File: src/rtl/core/spmq_pkg.sv
// Package for the stable priority message queue.
// Holds the queue depth, the status and kind codes, and the transfer structs.
// No dependencies.
`default_nettype none

package spmq_pkg;

	localparam int DEPTH = 16;
	localparam int CNT_W = $clog2(DEPTH + 1);

	localparam logic KIND_INSERT = 1'b0;
	localparam logic KIND_REMOVE = 1'b1;

	localparam logic [1:0] ST_DONE  = 2'd0;
	localparam logic [1:0] ST_FULL  = 2'd1;
	localparam logic [1:0] ST_EMPTY = 2'd2;

	typedef struct packed {
		logic       kind;
		logic [7:0] entry_priority;
		logic [7:0] entry_tag;
	} cmd_t;

	typedef struct packed {
		logic [1:0] status;
		logic [7:0] head_priority;
		logic [7:0] head_tag;
		logic [4:0] occupancy;
	} rsp_t;

	typedef struct packed {
		logic [7:0] priority_val;
		logic [7:0] tag;
	} entry_t;

	// Broadcast from the control to every cell of the chain.
	typedef struct packed {
		logic   ins_en;
		logic   rem_en;
		entry_t new_entry;
	} cell_ctl_t;

endpackage

`default_nettype wire

File: src/rtl/core/stable_priority_message_queue.sv
// Stable priority message queue: a chain of compare-and-shift cells in service order.
// A result is registered and appears in the cycle after its command transfer is accepted.
// Throughput: one insert or remove per cycle; the command side stalls only while
// an earlier result is held.
// Reset empties the queue (count to zero) and drops any pending result; the
// slot contents are not cleared. Depends on spmq_pkg and spmq_cell.
`default_nettype none

module stable_priority_message_queue (
	input  wire logic           clk,
	input  wire logic           arst_n,
	input  wire logic           cmd_valid,
	output logic                cmd_stall,
	input  wire spmq_pkg::cmd_t cmd,
	output logic                rsp_valid,
	input  wire logic           rsp_stall,
	output spmq_pkg::rsp_t      rsp
);
	import spmq_pkg::*;

	logic [CNT_W-1:0] count_q;
	logic             rsp_valid_q;
	rsp_t             rsp_q;

	logic             accept;
	logic             is_full;
	logic             is_empty;
	cell_ctl_t        ctl;
	logic [DEPTH-1:0] occupied;
	logic [DEPTH-1:0] keep;
	entry_t           entries [DEPTH];
	logic [CNT_W-1:0] count_next;
	rsp_t             rsp_next;

	// The command side is held off only while a finished result has not yet
	// been taken; a result leaving in this cycle frees the output register.
	assign cmd_stall = rsp_valid_q && rsp_stall;
	assign accept    = cmd_valid && !cmd_stall;
	assign is_full   = (count_q == CNT_W'(DEPTH));
	assign is_empty  = (count_q == '0);

	assign ctl.ins_en    = accept && (cmd.kind == KIND_INSERT) && !is_full;
	assign ctl.rem_en    = accept && (cmd.kind == KIND_REMOVE) && !is_empty;
	assign ctl.new_entry = '{priority_val: cmd.entry_priority, tag: cmd.entry_tag};

	// The chain of cells. Slot 0 is the head. A cell counts as occupied when
	// its index is below the stored count, so no per-slot valid bits exist.
	// The head has no left neighbor, so it takes a new entry whenever it does
	// not keep its own; the tail pulls in an unused value on a remove.
	genvar gi;
	generate
		for (gi = 0; gi < DEPTH; gi++) begin : g_cell
			logic   left_keep;
			entry_t left_entry;
			entry_t right_entry;

			assign occupied[gi] = (count_q > CNT_W'(gi));

			if (gi == 0) begin : g_head
				assign left_keep  = 1'b0;
				assign left_entry = ctl.new_entry;
			end else begin : g_body
				assign left_keep  = keep[gi-1];
				assign left_entry = entries[gi-1];
			end

			if (gi == DEPTH - 1) begin : g_tail
				assign right_entry = '0;
			end else begin : g_inner
				assign right_entry = entries[gi+1];
			end

			spmq_cell u_cell (
				.clk         (clk),
				.ctl         (ctl),
				.occupied    (occupied[gi]),
				.left_keep   (left_keep),
				.left_entry  (left_entry),
				.right_entry (right_entry),
				.keep        (keep[gi]),
				.entry       (entries[gi])
			);
		end
	endgenerate

	// Count update and the result of the accepted command.
	always_comb begin
		count_next = count_q;
		rsp_next   = '0;
		if (ctl.ins_en) begin
			count_next = count_q + CNT_W'(1);
		end else if (ctl.rem_en) begin
			count_next             = count_q - CNT_W'(1);
			rsp_next.head_priority = entries[0].priority_val;
			rsp_next.head_tag      = entries[0].tag;
		end
		if (cmd.kind == KIND_INSERT) begin
			rsp_next.status = is_full ? ST_FULL : ST_DONE;
		end else begin
			rsp_next.status = is_empty ? ST_EMPTY : ST_DONE;
		end
		rsp_next.occupancy = 5'(count_next);
	end

	always_ff @(posedge clk or negedge arst_n) begin
		if (!arst_n) begin
			count_q     <= '0;
			rsp_valid_q <= 1'b0;
		end else begin
			count_q <= count_next;
			if (accept) begin
				rsp_valid_q <= 1'b1;
			end else if (!rsp_stall) begin
				rsp_valid_q <= 1'b0;
			end
		end
	end

	// Result payload: loaded only on an accepted command, so it holds while stalled.
	always_ff @(posedge clk) begin
		if (accept) begin
			rsp_q <= rsp_next;
		end
	end

	assign rsp_valid = rsp_valid_q;
	assign rsp       = rsp_q;

	// The stored count never goes beyond the number of cells.
	a_count_bound: assert property (@(posedge clk) disable iff (!arst_n)
		count_q <= CNT_W'(DEPTH))
		else $error("queue count exceeds depth");

	// A rejected insert or an empty remove leaves the count alone.
	a_reject_holds: assert property (@(posedge clk) disable iff (!arst_n)
		accept && !ctl.ins_en && !ctl.rem_en |=> count_q == $past(count_q))
		else $error("count changed on a rejected command");

	// The count rises by exactly one on a successful insert.
	a_count_step: assert property (@(posedge clk) disable iff (!arst_n)
		ctl.ins_en |=> count_q == $past(count_q) + CNT_W'(1))
		else $error("count did not rise on insert");

	// An insert into an empty queue lands in the head cell.
	a_empty_insert_head: assert property (@(posedge clk) disable iff (!arst_n)
		ctl.ins_en && is_empty |=> entries[0] == $past(ctl.new_entry))
		else $error("insert into empty queue missed the head cell");

	// A successful remove reports the head cell's entry in the next result.
	a_remove_reports_head: assert property (@(posedge clk) disable iff (!arst_n)
		ctl.rem_en |=> rsp_valid && rsp.status == ST_DONE
			&& rsp.head_priority == $past(entries[0].priority_val)
			&& rsp.head_tag == $past(entries[0].tag))
		else $error("removed entry does not match the head cell");

endmodule

`default_nettype wire

File: src/rtl/core/spmq_cell.sv
// One slot of the sorted chain: holds an entry and decides whether to keep it,
// take the new entry, or take a neighbor's entry. Depends on spmq_pkg.
`default_nettype none

module spmq_cell (
	input  wire logic               clk,
	input  wire spmq_pkg::cell_ctl_t ctl,
	input  wire logic               occupied,
	input  wire logic               left_keep,
	input  wire spmq_pkg::entry_t   left_entry,
	input  wire spmq_pkg::entry_t   right_entry,
	output logic                    keep,
	output spmq_pkg::entry_t        entry
);
	import spmq_pkg::*;

	entry_t entry_q;

	// A cell keeps its entry on insert when it holds one of equal or higher
	// priority; the kept cells form a prefix because the chain is sorted.
	assign keep  = occupied && (entry_q.priority_val >= ctl.new_entry.priority_val);
	assign entry = entry_q;

	always_ff @(posedge clk) begin
		if (ctl.ins_en && !keep) begin
			entry_q <= left_keep ? ctl.new_entry : left_entry;
		end else if (ctl.rem_en) begin
			entry_q <= right_entry;
		end
	end

endmodule

`default_nettype wire
File: config.mk
export PLATFORM = sky130hd
export DESIGN_NAME = stable_priority_message_queue
export DESIGN_NICKNAME = d
export VERILOG_FILES = /design/src/rtl/core/spmq_pkg.sv /design/src/rtl/core/stable_priority_message_queue.sv /design/src/rtl/core/spmq_cell.sv
export SDC_FILE = /design/constraint.sdc
export NUM_CORES = 1
export LEC_CHECK = 0
export BUFFER_PORTS_ARGS = -buffer_cell sky130_fd_sc_hd__buf_4
export CAP_MARGIN = 10
export CELL_PAD_IN_SITES_DETAIL_PLACEMENT = 0
export CELL_PAD_IN_SITES_GLOBAL_PLACEMENT = 2
export CORE_UTILIZATION = 46
export CTS_CLUSTER_SIZE = 12
export DETAILED_ROUTE_END_ITERATION = 10
export PLACE_DENSITY_LB_ADDON = 0.1
export SKIP_CTS_REPAIR_TIMING = 1
export SYNTH_ARGS = -nofsm -noshare
export SYNTH_HDL_FRONTEND = slang
export SYNTH_HIERARCHICAL = 1
export SYNTH_SLANG_ARGS = --single-unit
File: constraint.sdc
create_clock -name clk -period 4.6 [get_ports clk]
set_clock_uncertainty 0.05 [all_clocks]
set_input_delay 0.23 -clock clk [delete_from_list [all_inputs] [get_ports clk]]
set_output_delay 0.23 -clock clk [all_outputs]
set_load 0.03 [all_outputs]
After elaboration in Yosys (flattened, before gate mapping)
Index checks and enable logic that the tools add are counted.
{ "op_classes": {"n_addsub": 2, "magnitude_cmp": 32, "n_eq_ne": 2, "n_mux": 54, "bitwise_logic": 2, "reduce_logical": 75} }
{ "ops": {"columns": ["op", "count"], "rows": [
  ["$mux 16", 47],
  ["$ge 8x8->1", 16],
  ["$gt 5x4->1 const B", 8],
  ["$logic_and 1x1->1", 38],
  ["$reduce_bool 2->1", 16],
  ["$gt 5x3->1 const B", 4],
  ["$logic_not 1->1", 19],
  ["$gt 5x1->1 const B", 2],
  ["$gt 5x2->1 const B", 2],
  ["$mux 5", 2],
  ["$add 5x1->5 const B", 1],
  ["$eq 5x5->1 const B", 1],
  ["$logic_not 5->1", 1],
  ["$sub 5x1->5 const B", 1],
  ["$mux 2", 2],
  ["$mux 1", 3],
  ["$ne 2x1->1 const B", 1],
  ["$not 1->1", 2],
  ["$reduce_or 2->1", 1]
]} }
{ "word_totals": {"regBits": 285, "input_bits": 21, "out_inout_bits": 25} }

Logic depth before layout (Yosys ltp)
{ "depth": {"word_depth": 7, "ltp_mapped": 13, "ltp_nobuf": 10} }

Hierarchy
The synthesis kept the hierarchy.
{ "by_module_without_submodules": {"columns": ["mod", "instances", "cells_each", "area_each_um2", "seq_area_each_um2"], "rows": [
  ["spmq_cell", 16, 85, 1139.8, 480.5],
  ["stable_priority_message_queue", 1, 116, 1408.9, 840.8]
]} }

Least setup slack after synthesis
Ideal clock, no wire load.
{ "synth_path": {"path_type": "register to register", "from": "register rsp_valid_q (netlist: rsp_valid)", "to": "register g_cell[0].u_cell.entry_q (netlist bit g_cell[0].u_cell/entry[0]), enable pin", "setup_time_ns": 0.372, "arrival_ns": 3.275, "slack_ns": 0.903, "stages_incl_launch_ff": 9, "path_buffers": 1, "period_less_slack_ns": 3.697, "path_cell_list": "dfrtp_1 a21boi_2 or3b_1 clkbuf_1 inv_1 nor2b_1 o21ai_0 a211oi_2 or3_1"} }
{ "synth_rtl": {"columns": ["item", "line_no", "text"], "rows": [
  ["start: declaration", "stable_priority_message_queue.sv:22", "logic rsp_valid_q;"],
  ["start signal: assignment", "stable_priority_message_queue.sv:108", "rsp_valid_q <= 1'b0;"],
  ["start signal: assignment", "stable_priority_message_queue.sv:112", "rsp_valid_q <= 1'b1;"],
  ["start signal: assignment", "stable_priority_message_queue.sv:114", "rsp_valid_q <= 1'b0;"],
  ["end signal: assignment", "spmq_cell.sv:26", "entry_q <= left_keep ? ctl.new_entry : left_entry;"],
  ["end signal: assignment", "spmq_cell.sv:28", "entry_q <= right_entry;"],
  ["end: declaration", "spmq_cell.sv:17", "entry_t entry_q;"]
]} }

==> summary.md <==
| Metric | Value |
|---|---|
| Final std cells w/o fill | 2,107 |
| Commonest non-fill, non-tap cell in the layout | mux2_2 |
| Initial antenna violation count | 2 |
| Crit Reg-Reg Startpoint | count_q[1]$_DFF_PN0_ |
| Drt first pass iters | 5 |
| Vias in the first global route | 12,200 |
| Critical R2R Capture | g_cell[9].u_cell/entry[9]$_DFFE_PP_ |
| FF-to-FF path depth | 10 |
| Placed cell area | 20,500 um^2 |
| Crit path cell chain | inv_1 -> ha_1 -> nor4bb_1 -> or3b_1 -> inv_1 -> buf_4 -> nor2b_1 -> o21ai_0 -> a211oi_2 -> or3_1 |
| CTS tree | built |
| Commonest non-fill, non-tap cells in the layout | mux2_2 (352), edfxtp_1 (279), mux2_4 (160) |
| P&R area growth vs syn | 10.6% |
| Req. time, crit path | 4.72 ns |
| Delay-heaviest family, CP | simple AND/OR/NAND/NOR gates |
| CP endpoint kind | flop |
| Max Fclk | 0.274 GHz |
| Hold_sp | rsp_stall |
| Hold depth | 3 |
| Die width | 209 um |
| DRT antenna net count | 0 |
| Post-Syn Instances | 1,473 |
| Slew Viols, Final | 0 |
| Max_cap viols | 0 |
| Post-placement setup slack | 0.987 ns |
| Synthesized area per cell | 13.3 um^2 |
| Finished Cell Area | 21,700 um^2 |
| Status | completed |
| Critical Path Start Type | flop |
| Worst slew margin | 0.388 |
| Worst slew pin tran | 0.918 ns |
| Final net count | 1,697 |
| Setup crit start | count_q[1]$_DFF_PN0_ |
| I/O pin cnt | 46 |
| Crit path largest cell delay | 0.63 ns |
| Die area | 43,500 um^2 |
| Drt first-iter violations | 699 |
| Syn Std Cell Area | 19,600 um^2 |
| Final core occ | 0.516 |
| GRT Total Usage | 0.236 |
| Cell Rows | 75 |
| Clock sink count | 285 |
| Post-route worst setup slack | 0.952 ns |
| Pin count of the biggest net entering global routing | 38 |
| First-pass GRT wire length | 76,700 um |
| WL per Instance | 24.3 um |
| Pwr Total | 12.2 mW |
| CTS Buf Count | 37 |
| Leakage | 8.95 nW |
| Die Ht | 209 um |
| H-tree Lvls | 2 |
| Critical path buffers and inverters | 3 |
| Worst-Skew Late Latency | 0.55 ns |
| Cell mode on critical path | inv_1 |
| Synth warn | 6 |
| Hold Vio Cnt, Final | 0 |
| Total negative setup slack | 0 ns |
| PortBufs | 45 |
| Clock Pin Slew Worst Setup and Hold Paths | 0.05 ns |
| RSZ-0062 raised after global routing | no |
| Peak supply drop | 297 uV |
| CP max stage cell | or3_1 |
| Min Tclk post-route | 3.65 ns |
| Hold endpoint | rsp[3]$_DFFE_PN_ |
| Core ar. | 42,000 um^2 |
| Worst Hold Class | in -> reg |
| Setup violators final | 0 |
| Longest Clk Path Bufs | 3 |
| Final Wtd Congestion | 0.819 |
| Final period util | 0.793 |
| Ratio of cells with drive above 1 in the final layout | 0.425 |
| Dpl cells | 2,037 |
| Root Driver | clkbuf_16 |
| Vias per cell | 5.57 |
| Aggregate global routing overflow | 0 |
| Initial Utilization | 0.467 |
| Pwr Density | 564 nW/um^2 |
| CP Data Arrival Time | 3.77 ns |
| Routed wire length | 51,200 um |
| WS Path Type | reg -> reg |
| CP Max Fanout | 26 |
| R2r setup slk | 0.95 ns |
| Worst hold margin | 0.228 ns |
| Routed vias | 11,700 |
| # DRC | 0 |
| Detailed Place HPWL | 35,900 um |
[how the worst max path moves through the flow]
stage / end / slack (ns) / depth (start not counted)
global route: g_cell[13].u_cell/entry[14]$_DFFE_PP_ / 0.70 / 10
global placement: g_cell[9].u_cell/entry[2]$_DFFE_PP_ / 1.05 / 10
detailed placement: g_cell[9].u_cell/entry[1]$_DFFE_PP_ / 0.99 / 10
floorplan: g_cell[15].u_cell/entry[0]$_DFFE_PP_ / 0.90 / 8
CTS: g_cell[9].u_cell/entry[10]$_DFFE_PP_ / 0.96 / 10
finish: g_cell[9].u_cell/entry[9]$_DFFE_PP_ / 0.95 / 10
[state kept, by name, indices dropped and copies added, names as in the netlist]
name and flops:
g_cell.u_cell/entry 256, rsp_valid 1, count_q 5, rsp 23
[where the power goes]
group / internal, mW / leakage (nW) / switching (mW) / total [mW]
Sequential: 3.93 / 2.72 / 0.662 / 4.60
Clock: 1.65 / 0.562 / 1.14 / 2.79
Combinational: 2.64 / 5.67 / 2.21 / 4.85
Total: 8.22 / 8.95 / 4.02 / 12.2
[final cells by class]
cell class	count	area [um^2]
fillers	3662	20300
multi-input cells	1000	10300
flip-flops and latches	285	8530
clock buffers	44	995
well taps	539	674
inverters	149	559
repair buffers	69	531
clock inverters	20	154
diodes	1	2.50
[routing by layer]
metal	part of all wire	track usage	vias up
met4	0.018	0.0573	0
met3	0.041	0.0425	61
met1	0.44	0.307	5824
li1	-	-	5645
met2	0.50	0.407	210
met5	0	0	-
[worst register-to-register path, cell delays in order (launching register included)]
cell and delay, ns:
dfrtp_1 0.52, inv_1 0.16, ha_1 0.22, nor4bb_1 0.14, or3b_1 0.48, inv_1 0.11, buf_4 0.34, nor2b_1 0.23
o21ai_0 0.13, a211oi_2 0.26, or3_1 0.63
(Power assumes the default switching activity.)
